### src/design/atsu_pkg.sv
// ----------------------------------------------------------------------------
// atsu_pkg: shared types and constants of the authority time sync unit
// Mode codes, register indexes, reset values and controller/datapath links.
// ----------------------------------------------------------------------------
package atsu_pkg;

  typedef enum logic [1:0] {
    MODE_INIT  = 2'd0,
    MODE_DELAY = 2'd1,
    MODE_SYNC  = 2'd2,
    MODE_TICK  = 2'd3
  } mode_e;

  localparam int unsigned CFG_IDX_W = 2;
  localparam logic [CFG_IDX_W-1:0] CFG_TIMEOUT     = 2'd0;
  localparam logic [CFG_IDX_W-1:0] CFG_START_LEVEL = 2'd1;

  localparam logic [15:0] TIMEOUT_RESET     = 16'd3840;
  localparam logic [15:0] LEVEL_RESET       = 16'd2555;
  localparam logic [31:0] DELAY_SUM_RESET   = 32'd40;
  localparam logic [15:0] DELAY_COUNT_RESET = 16'd1;
  localparam logic [15:0] DELAY_COUNT_LIMIT = 16'd1000;
  localparam logic [15:0] DELAY_COUNT_MAX   = 16'd1001;
  localparam logic [15:0] SENDER_LEVEL_LIM  = 16'd2000;
  localparam logic [15:0] LEVEL_MAX         = 16'hFFFF;
  localparam logic [15:0] DRIFT_DIVISOR     = 16'd3;
  // floor(x / 3) == (x * DRIFT_RECIP) >> 33 for every 32-bit x
  localparam logic [31:0] DRIFT_RECIP       = 32'hAAAA_AAAB;

  typedef enum logic {
    DIV_SEL_LOCAL = 1'b0,
    DIV_SEL_DRIFT = 1'b1
  } div_sel_e;

  typedef struct packed {
    logic     load_in;
    logic     div_start;
    div_sel_e div_sel;
    logic     div_step;
    logic     drift_mul;
    logic     apply;
    logic     out_load;
  } atsu_cmd_t;

  typedef struct packed {
    logic is_sync;
    logic div_last;
  } atsu_status_t;

endpackage

### src/design/atsu_ctrl.sv
// ----------------------------------------------------------------------------
// atsu_ctrl: sequencer of the authority time sync unit
// Walks one request through capture, division, state update and result.
// ----------------------------------------------------------------------------
module atsu_ctrl import atsu_pkg::*; (
  input  logic         clk_i,
  input  logic         rst_ni,
  input  logic         in_valid_i,
  output logic         in_stall_o,
  output logic         out_valid_o,
  input  logic         out_stall_i,
  input  atsu_status_t status_i,
  output atsu_cmd_t    cmd_o
);

  typedef enum logic [2:0] {
    ST_IDLE,
    ST_DISPATCH,
    ST_DIV_LOCAL,
    ST_APPLY,
    ST_DRIFT_LOAD,
    ST_DRIFT_MUL,
    ST_DONE
  } state_e;

  state_e state_q;
  logic   out_valid_q;
  logic   out_free;

  assign in_stall_o  = (state_q != ST_IDLE);
  assign out_valid_o = out_valid_q;
  assign out_free    = !out_valid_q || !out_stall_i;

  always_comb begin
    cmd_o = '0;
    cmd_o.div_sel = DIV_SEL_LOCAL;
    case (state_q)
      ST_IDLE:       cmd_o.load_in = in_valid_i;
      ST_DISPATCH:   cmd_o.div_start = status_i.is_sync;
      ST_DIV_LOCAL:  cmd_o.div_step = 1'b1;
      ST_APPLY:      cmd_o.apply = 1'b1;
      ST_DRIFT_LOAD: begin
        cmd_o.div_start = 1'b1;
        cmd_o.div_sel   = DIV_SEL_DRIFT;
      end
      ST_DRIFT_MUL:  cmd_o.drift_mul = 1'b1;
      ST_DONE:       cmd_o.out_load = out_free;
      default:       cmd_o = '0;
    endcase
  end

  always_ff @(posedge clk_i or negedge rst_ni) begin
    if (!rst_ni) begin
      state_q     <= ST_IDLE;
      out_valid_q <= 1'b0;
    end else begin
      if (state_q == ST_DONE && out_free) out_valid_q <= 1'b1;
      else if (!out_stall_i) out_valid_q <= 1'b0;
      case (state_q)
        ST_IDLE:       if (in_valid_i) state_q <= ST_DISPATCH;
        ST_DISPATCH:   state_q <= status_i.is_sync ? ST_DIV_LOCAL : ST_APPLY;
        ST_DIV_LOCAL:  if (status_i.div_last) state_q <= ST_APPLY;
        ST_APPLY:      state_q <= ST_DRIFT_LOAD;
        ST_DRIFT_LOAD: state_q <= ST_DRIFT_MUL;
        ST_DRIFT_MUL:  state_q <= ST_DONE;
        ST_DONE:       if (out_free) state_q <= ST_IDLE;
        default:       state_q <= ST_IDLE;
      endcase
    end
  end

endmodule

### src/design/atsu_dp.sv
// ----------------------------------------------------------------------------
// atsu_dp: datapath of the authority time sync unit
// Holds sync state, config registers, a bit-serial divider for the mean delay,
// a divide-by-three multiplier and result regs.
// ----------------------------------------------------------------------------
module atsu_dp import atsu_pkg::*; #(
  parameter int unsigned TICK_SHIFT = 0
) (
  input  logic                 clk_i,
  input  logic                 rst_ni,
  input  atsu_cmd_t            cmd_i,
  output atsu_status_t         status_o,
  input  logic                 cfg_we_i,
  input  logic [CFG_IDX_W-1:0] cfg_index_i,
  input  logic [15:0]          cfg_data_i,
  input  logic [1:0]           mode_i,
  input  logic [31:0]          now_seconds_i,
  input  logic [31:0]          send_time_i,
  input  logic [31:0]          recv_time_i,
  input  logic [15:0]          sender_level_i,
  input  logic [31:0]          delay_sample_i,
  input  logic                 about_self_i,
  output logic                 accepted_o,
  output logic [31:0]          clock_offset_o,
  output logic [15:0]          level_now_o,
  output logic [31:0]          corrected_at_o,
  output logic [31:0]          drift_bound_o
);

  localparam logic [31:0] MARGIN = 32'((64'd1 << TICK_SHIFT) >> 1);

  // configuration
  logic [15:0] timeout_q, start_level_q;

  // captured request
  mode_e       mode_q;
  logic [31:0] now_q, send_q, recv_q, sample_q;
  logic [15:0] sender_q;
  logic        self_q;

  // sync state
  logic [31:0] offset_q, offset_d;
  logic [15:0] level_q, level_d;
  logic [31:0] last_fix_q, last_fix_d;
  logic [15:0] count_q, count_d;
  logic [31:0] sum_q, sum_d;
  logic [15:0] countdown_q, countdown_d;
  logic        running_q, running_d;
  logic        acc_q, acc_d;

  // serial divider and drift span / 3
  logic [31:0] quo_q;
  logic [15:0] rem_q, divisor_q;
  logic [4:0]  step_q;
  logic [16:0] rem_shift, rem_trial;
  logic [31:0] span;
  logic [63:0] drift_prod;

  // result registers
  logic        acc_out_q;
  logic [31:0] offset_out_q, last_out_q, drift_out_q;
  logic [15:0] level_out_q;

  assign status_o.is_sync  = (mode_q == MODE_SYNC);
  assign status_o.div_last = (step_q == 5'd31);

  assign rem_shift  = {rem_q, quo_q[31]};
  assign rem_trial  = rem_shift - {1'b0, divisor_q};
  assign span       = (now_q - last_fix_q) << TICK_SHIFT;
  assign drift_prod = {32'd0, quo_q} * {32'd0, DRIFT_RECIP};

  always_ff @(posedge clk_i) begin
    if (cmd_i.load_in) begin
      mode_q   <= mode_e'(mode_i);
      now_q    <= now_seconds_i;
      send_q   <= send_time_i;
      recv_q   <= recv_time_i;
      sender_q <= sender_level_i;
      sample_q <= delay_sample_i;
      self_q   <= about_self_i;
    end
    if (cmd_i.div_start) begin
      rem_q  <= '0;
      step_q <= '0;
      if (cmd_i.div_sel == DIV_SEL_DRIFT) begin
        quo_q <= span;
      end else begin
        quo_q     <= sum_q;
        divisor_q <= (count_q == '0) ? 16'd1 : count_q;
      end
    end else if (cmd_i.div_step) begin
      step_q <= step_q + 5'd1;
      if (!rem_trial[16]) begin
        rem_q <= rem_trial[15:0];
        quo_q <= {quo_q[30:0], 1'b1};
      end else begin
        rem_q <= rem_shift[15:0];
        quo_q <= {quo_q[30:0], 1'b0};
      end
    end else if (cmd_i.drift_mul) begin
      quo_q <= {1'b0, drift_prod[63:33]};
    end
    if (cmd_i.out_load) begin
      acc_out_q    <= acc_q;
      offset_out_q <= offset_q;
      level_out_q  <= level_q;
      last_out_q   <= last_fix_q;
      drift_out_q  <= (level_q == '0 && !self_q) ? '0 : MARGIN + quo_q;
    end
  end

  // state update for the captured request; for a sync packet quo_q holds the mean delay
  always_comb begin
    logic [31:0] recv_local;
    logic [16:0] sender_inc;
    logic [15:0] new_level;
    logic [15:0] cnt_pre;
    logic [31:0] sum_pre;
    offset_d    = offset_q;
    level_d     = level_q;
    last_fix_d  = last_fix_q;
    count_d     = count_q;
    sum_d       = sum_q;
    countdown_d = countdown_q;
    running_d   = running_q;
    acc_d       = 1'b0;
    recv_local  = recv_q - quo_q;
    sender_inc  = {1'b0, sender_q} + 17'd1;
    new_level   = sender_inc[16] ? LEVEL_MAX : sender_inc[15:0];
    cnt_pre     = (count_q > DELAY_COUNT_LIMIT) ? (count_q >> 2) : count_q;
    sum_pre     = (count_q > DELAY_COUNT_LIMIT) ? (sum_q >> 2) : sum_q;
    case (mode_q)
      MODE_INIT: begin
        offset_d    = '0;
        last_fix_d  = '0;
        count_d     = DELAY_COUNT_RESET;
        sum_d       = DELAY_SUM_RESET;
        level_d     = start_level_q;
        countdown_d = timeout_q;
        running_d   = 1'b1;
      end
      MODE_DELAY: begin
        sum_d   = sum_pre + sample_q;
        count_d = cnt_pre + 16'd1;
      end
      MODE_SYNC: begin
        if (last_fix_q == '0 ||
            (sender_inc <= {1'b0, level_q} && sender_q < SENDER_LEVEL_LIM)) begin
          offset_d   = offset_q + send_q - recv_local;
          last_fix_d = now_q;
          acc_d      = 1'b1;
          if (new_level != level_q) begin
            level_d     = new_level;
            countdown_d = timeout_q;
            running_d   = 1'b1;
          end
        end else if (level_q == '0) begin
          last_fix_d = now_q;
          acc_d      = 1'b1;
        end
      end
      MODE_TICK: begin
        if (running_q) begin
          if (countdown_q <= 16'd1) begin
            if (level_q != '0) begin
              if (level_q != LEVEL_MAX) level_d = level_q + 16'd1;
              countdown_d = timeout_q;
            end else begin
              countdown_d = '0;
              running_d   = 1'b0;
            end
          end else begin
            countdown_d = countdown_q - 16'd1;
          end
        end
      end
      default: acc_d = 1'b0;
    endcase
  end

  always_ff @(posedge clk_i or negedge rst_ni) begin
    if (!rst_ni) begin
      timeout_q     <= TIMEOUT_RESET;
      start_level_q <= LEVEL_RESET;
      offset_q      <= '0;
      level_q       <= LEVEL_RESET;
      last_fix_q    <= '0;
      count_q       <= DELAY_COUNT_RESET;
      sum_q         <= DELAY_SUM_RESET;
      countdown_q   <= TIMEOUT_RESET;
      running_q     <= 1'b1;
      acc_q         <= 1'b0;
    end else begin
      if (cfg_we_i && cfg_index_i == CFG_TIMEOUT)     timeout_q     <= cfg_data_i;
      if (cfg_we_i && cfg_index_i == CFG_START_LEVEL) start_level_q <= cfg_data_i;
      if (cmd_i.apply) begin
        offset_q    <= offset_d;
        level_q     <= level_d;
        last_fix_q  <= last_fix_d;
        count_q     <= count_d;
        sum_q       <= sum_d;
        countdown_q <= countdown_d;
        running_q   <= running_d;
        acc_q       <= acc_d;
      end
    end
  end

  assign accepted_o     = acc_out_q;
  assign clock_offset_o = offset_out_q;
  assign level_now_o    = level_out_q;
  assign corrected_at_o = last_out_q;
  assign drift_bound_o  = drift_out_q;

`ifndef ASSERT_OFF
  a_stopped_is_root: assert property (@(posedge clk_i) disable iff (!rst_ni)
    !running_q |-> level_q == '0)
    else $error("aging stopped at a nonzero level");
  a_count_range: assert property (@(posedge clk_i) disable iff (!rst_ni)
    count_q >= DELAY_COUNT_RESET && count_q <= DELAY_COUNT_MAX)
    else $error("delay count out of range");
  a_accept_only_sync: assert property (@(posedge clk_i) disable iff (!rst_ni)
    cmd_i.apply && mode_q != MODE_SYNC |=> !acc_q)
    else $error("accepted flag set outside a sync packet");
`endif

endmodule

### src/design/authority_time_sync_unit.sv
// ----------------------------------------------------------------------------
// authority_time_sync_unit: authority-level time synchronization
// Tracks clock offset, authority level, last correction and delay statistics.
// ----------------------------------------------------------------------------
//
//  channel   direction  handshake               payload
//  in        in         in_valid_i/in_stall_o   mode, times, sender level, sample
//  out       out        out_valid_o/out_stall_i accepted, offset, level, drift
//  cfg       in         cfg_valid_i/cfg_ready_o cfg_index_i, cfg_data_i
//
//  Sequence: one request at a time. For a sync packet the accepting edge is
//  followed by dispatch, 32 steps of the bit-serial mean-delay divider,
//  update, span load, span / 3 by reciprocal multiply and result load, with
//  which out_valid_o rises. Any other mode skips the divider. The next
//  request is taken once the sequencer has returned to idle.
//  Reset: asynchronous, active low; state and config take their reset values.
//  Stalls: the next request is taken while a result waits; the finished
//  result then holds in the sequencer until the output register frees.
//  Config writes are always ready and are meant for idle periods only.
//
module authority_time_sync_unit import atsu_pkg::*; #(
  parameter int unsigned TICK_SHIFT = 0
) (
  input  logic                 clk_i,
  input  logic                 rst_ni,
  input  logic                 in_valid_i,
  output logic                 in_stall_o,
  input  logic [1:0]           mode_i,
  input  logic [31:0]          now_seconds_i,
  input  logic [31:0]          send_time_i,
  input  logic [31:0]          recv_time_i,
  input  logic [15:0]          sender_level_i,
  input  logic [31:0]          delay_sample_i,
  input  logic                 about_self_i,
  output logic                 out_valid_o,
  input  logic                 out_stall_i,
  output logic                 accepted_o,
  output logic [31:0]          clock_offset_o,
  output logic [15:0]          level_now_o,
  output logic [31:0]          corrected_at_o,
  output logic [31:0]          drift_bound_o,
  input  logic                 cfg_valid_i,
  output logic                 cfg_ready_o,
  input  logic [CFG_IDX_W-1:0] cfg_index_i,
  input  logic [15:0]          cfg_data_i
);

  atsu_cmd_t    cmd;
  atsu_status_t status;

  // register writes never back-pressure
  assign cfg_ready_o = 1'b1;

  atsu_ctrl u_ctrl (
    .clk_i       (clk_i),
    .rst_ni      (rst_ni),
    .in_valid_i  (in_valid_i),
    .in_stall_o  (in_stall_o),
    .out_valid_o (out_valid_o),
    .out_stall_i (out_stall_i),
    .status_i    (status),
    .cmd_o       (cmd)
  );

  atsu_dp #(
    .TICK_SHIFT (TICK_SHIFT)
  ) u_dp (
    .clk_i          (clk_i),
    .rst_ni         (rst_ni),
    .cmd_i          (cmd),
    .status_o       (status),
    .cfg_we_i       (cfg_valid_i && cfg_ready_o),
    .cfg_index_i    (cfg_index_i),
    .cfg_data_i     (cfg_data_i),
    .mode_i         (mode_i),
    .now_seconds_i  (now_seconds_i),
    .send_time_i    (send_time_i),
    .recv_time_i    (recv_time_i),
    .sender_level_i (sender_level_i),
    .delay_sample_i (delay_sample_i),
    .about_self_i   (about_self_i),
    .accepted_o     (accepted_o),
    .clock_offset_o (clock_offset_o),
    .level_now_o    (level_now_o),
    .corrected_at_o (corrected_at_o),
    .drift_bound_o  (drift_bound_o)
  );

endmodule
### config.mk
export PLATFORM = sky130hd
export DESIGN_NAME = authority_time_sync_unit
export DESIGN_NICKNAME = d
export VERILOG_FILES = /design/src/design/atsu_pkg.sv /design/src/design/atsu_ctrl.sv /design/src/design/atsu_dp.sv /design/src/design/authority_time_sync_unit.sv
export SDC_FILE = /design/constraint.sdc
export NUM_CORES = 2
export LEC_CHECK = 0
export BUFFER_PORTS_ARGS = -buffer_cell sky130_fd_sc_hd__buf_2
export CORE_ASPECT_RATIO = 1.1
export CORE_MARGIN = 2
export CORE_UTILIZATION = 55
export CTS_CLUSTER_SIZE = 20
export DETAILED_ROUTE_END_ITERATION = 7
export PLACE_DENSITY = 0.73
export SLEW_MARGIN = 20
export SYNTH_ARGS = -nofsm -noshare
export SYNTH_HDL_FRONTEND = slang
export SYNTH_SLANG_ARGS = --single-unit
export TNS_END_PERCENT = 1
### constraint.sdc
create_clock -name clk_i -period 16.3 [get_ports clk_i]
set_clock_uncertainty 0.1 [all_clocks]
set_input_delay 0 -clock clk_i [delete_from_list [all_inputs] [get_ports clk_i]]
set_output_delay 0 -clock clk_i [all_outputs]
set_load 0.005 [all_outputs]
==> results.yml <==
worst_setup_path:
  crit_type: "reg -> reg"
  cp-end-kind: "flip-flop"
  critPathTopFamily: "adder cells"
  critPathMostFrequentCell: "fa_1"
  crit_fanout: 13
  required_ps: 16580
  worstPathCellList: "ha_1 -> xor2_1 -> ha_1 -> or2_2 -> fa_1 -> fa_1 -> fa_1 -> fa_1 -> fa_1 -> inv_1 -> fa_1 -> inv_1 -> ha_1 -> nand4_1 -> nor3_1 -> o2111ai_1 -> a21oi_1 -> o21ai_0 -> nand2_1 -> a21oi_1 -> o311ai_0 -> a21oi_1 -> or3_1"
  arrival_ps: 8800
  reg2reg_slack_ps: 7780
  start_kind: "flip-flop"
  cpPeakStageDelay_ps: 860
  cp_slowest_cell: "edfxtp_1"
  cp_num_buf_inv: 2
yosys:
  yosys_warnings: 0
  synth_cell_type_count: 94
  synthFlopType: "edfxtp_1"
  avgSynthCellArea_sq_um: 10.3
  seq_area_frac_synth_pct: 32.4
  netlist_area_sq_um: 44000
  async_flop_share_pct: 35.6
  synth_nets: 5364
  ys_seq_elements: 511
  postSynthCellCount: 4280
  synth_edf_count: 308
die:
  start_util_pct: 55.7
  num_rows: 108
  die_area_sq_um: 82300
  dieHeight_um: 301
  coreArea_sq_um: 79100
  die_w_um: 274
  num_io_pins: 286
place:
  dp_cells: 5510
  post_dp_cell_area_sq_um: 46500
  gp_congestion: 1.04
  portBuffers: 284
  place_hpwl_mm: 108
clock_tree:
  root_buffer: "clkbuf_16"
  cts_tree: "yes"
  clkTransAtPathRegs_ps: 60
  clk_path_buf_depth: 3
  clock_sinks: 511
  htreeDepth: 2
  cts_buffers: 55
  cts.repair.resized: 0
  clock_latency_ps: 660
worst_hold_path:
  min_path_type: "in -> reg"
finish:
  drive_gt1_share_pct: 10.5
  nNetsFinal: 5909
  fillCellCount: 6166
  final_area_sq_um: 51400
  area_delta_synth_final_pct: 16.7
  instances_no_fill: 5918
timing:
  finalCritPeriodShare_pct: 52.2
  relSlewSlack_pct: 32.2
  setup_viol: 0
  rsz0062_at_grt: "no"
  hold_viol_final: 0
  fmax_mhz: 117
  fin_setup_tns_ps: 0
  min_period_ps: 8520
  worstMarginPinSlew_ps: 1010
  maxSlewViolCount: 0
route:
  via_per_inst: 5.86
  drtIter0Drc: 3335
  wl_mm: 142
  vias: 34700
  drc: 27
  ant_nets: 0
  wl_per_cell_um: 23.9
  drt_first_pass_iters: 8
outcome:
  status: "finished with violations"
  failed_checks: "design-rule violations"
job:
  drv_cap: 0
grt:
  antenna_found_initial: 2
  grt_pass1_vias: 35800
  grt_max_degree: 73
  grtUsageTotal_pct: 34.6
  grt_pass1_wl_mm: 213
  grt_remaining_overflow: 0
==> state kept, by name, indices dropped and copies added, names as in the netlist, 32 cells and up <==
register             count
u_dp.send_q             32
u_dp.now_q              32
u_dp.corrected_at_o     32
u_dp.offset_q           32
u_dp.clock_offset_o     32
u_dp.recv_q             32
u_dp.quo_q              32
u_dp.sample_q           32
u_dp.last_fix_q         32
u_dp.drift_bound_o      32
u_dp.sum_q              32
==> per-layer routing <==
layer | vias up | GRT usage, % | share of wire, %
li1 | 15600 | - | -
met1 | 17200 | 42.6 | 38
met2 | 1600 | 59.9 | 50
met3 | 362 | 5.01 | 6.8
met4 | 2 | 16.5 | 5.5
met5 | - | 0 | 0.014
==> placed cells by master (no fill, tap or decap), types with 26 or more instances in the layout <==
master         synthesis  final
inv_1                746    746
ha_1                 484    484
fa_1                 430    430
nand2_1              400    400
edfxtp_1             308    308
dlygate4sd3_1          0    302
buf_2                  6    283
o21ai_0              222    221
a21oi_1              195    194
nor2_1               190    187
dfrtp_1              152    152
xnor2_1              101    101
a21o_1                86     86
xor2_1                78     78
nand3_1               68     68
clkbuf_16              0     55
nor3_1                44     44
and3_1                35     35
o31ai_1               35     35
nand4_1               34     34
mux2_2                33     33
buf_4                  9     32
dfstp_2               30     30
mux2i_1               29     29
nand2b_1              27     27
o21a_1                26     26
==> cell type report <==
cell class	instances	area (sq um)	area share, %
antenna	2	5.00	0.00974
clock buffer	63	1430	2.77
clock inverter	40	410	0.798
inverter	746	2800	5.45
multi-input combinational	2892	26500	51.5
sequential	511	14300	27.7
tap	1045	1310	2.54
timing repair buffer	619	4720	9.18
==> cells by family (layout without fill, tap and decap cells) <==
family,after synthesis,count (layout),synth area share (%)
buffers and inverters,877,1468,7.60
adders and majority gates,914,914,33.3
AOI/OAI and AO/OA,805,805,11.8
other,1,3,0.00852
DFF,511,511,32.4
muxes,64,64,1.55
and+or+nand+nor,928,928,9.77
xor gates and xnor gates,180,180,3.60
==> path summary, 6_finish.rpt <==
check / start / to / depth (start not counted)
max in group asynchronous: rst_ni / u_dp.count_q[14] / 4
max reg2reg: u_dp.quo_q[1] / u_dp.quo_q[27] / 23
min in group asynchronous: rst_ni / u_dp.level_q[11] / 3
min: now_seconds_i[7] / u_dp.now_q[7] / 2
max: u_dp.quo_q[1] / u_dp.quo_q[27] / 23
min reg2reg: u_dp.acc_q / u_dp.accepted_o / 0
==> synth_stat cells, drive strengths merged, types with 26 or more instances <==
library cell / count / area share (%)
xnor2: 102 / 2.0
edfxtp: 308 / 21
nand4: 34 / 0.48
xor2: 78 / 1.6
nand2b: 27 / 0.38
nor2: 191 / 1.6
dfrtp: 152 / 8.6
mux2i: 29 / 0.66
nor3: 47 / 0.57
o21ai: 226 / 2.6
ha: 484 / 14
o21a: 26 / 0.44
nand3: 70 / 0.82
nand2: 400 / 3.4
a21o: 86 / 1.5
a21oi: 195 / 2.2
o31ai: 35 / 0.60
clkbuf: 106 / 0.90
inv: 746 / 6.4
fa: 430 / 20
mux2: 35 / 0.90
dfstp: 30 / 1.8
and3: 35 / 0.50
==> timing repair <==
action	in CTS	in global routing
hold endpoints to repair	310	2
endpoints found under the setup margin	0	0
hold buffers	301	2
buffers inserted	0	0
==> stage by stage <==
stage               hold WS [ps]  util, %  setup slack, ps
floorplan                   -396        -             8380
global placement            -109     58.8             7980
detailed placement          -110     58.8             7850
CTS                        0.631     65.0             7840
global route                1.72     65.0             7280
finish                      20.0     65.0             7780
Power is not shown: default switching activity piles up to over one toggle a cycle in this logic, so the estimate is an artifact.
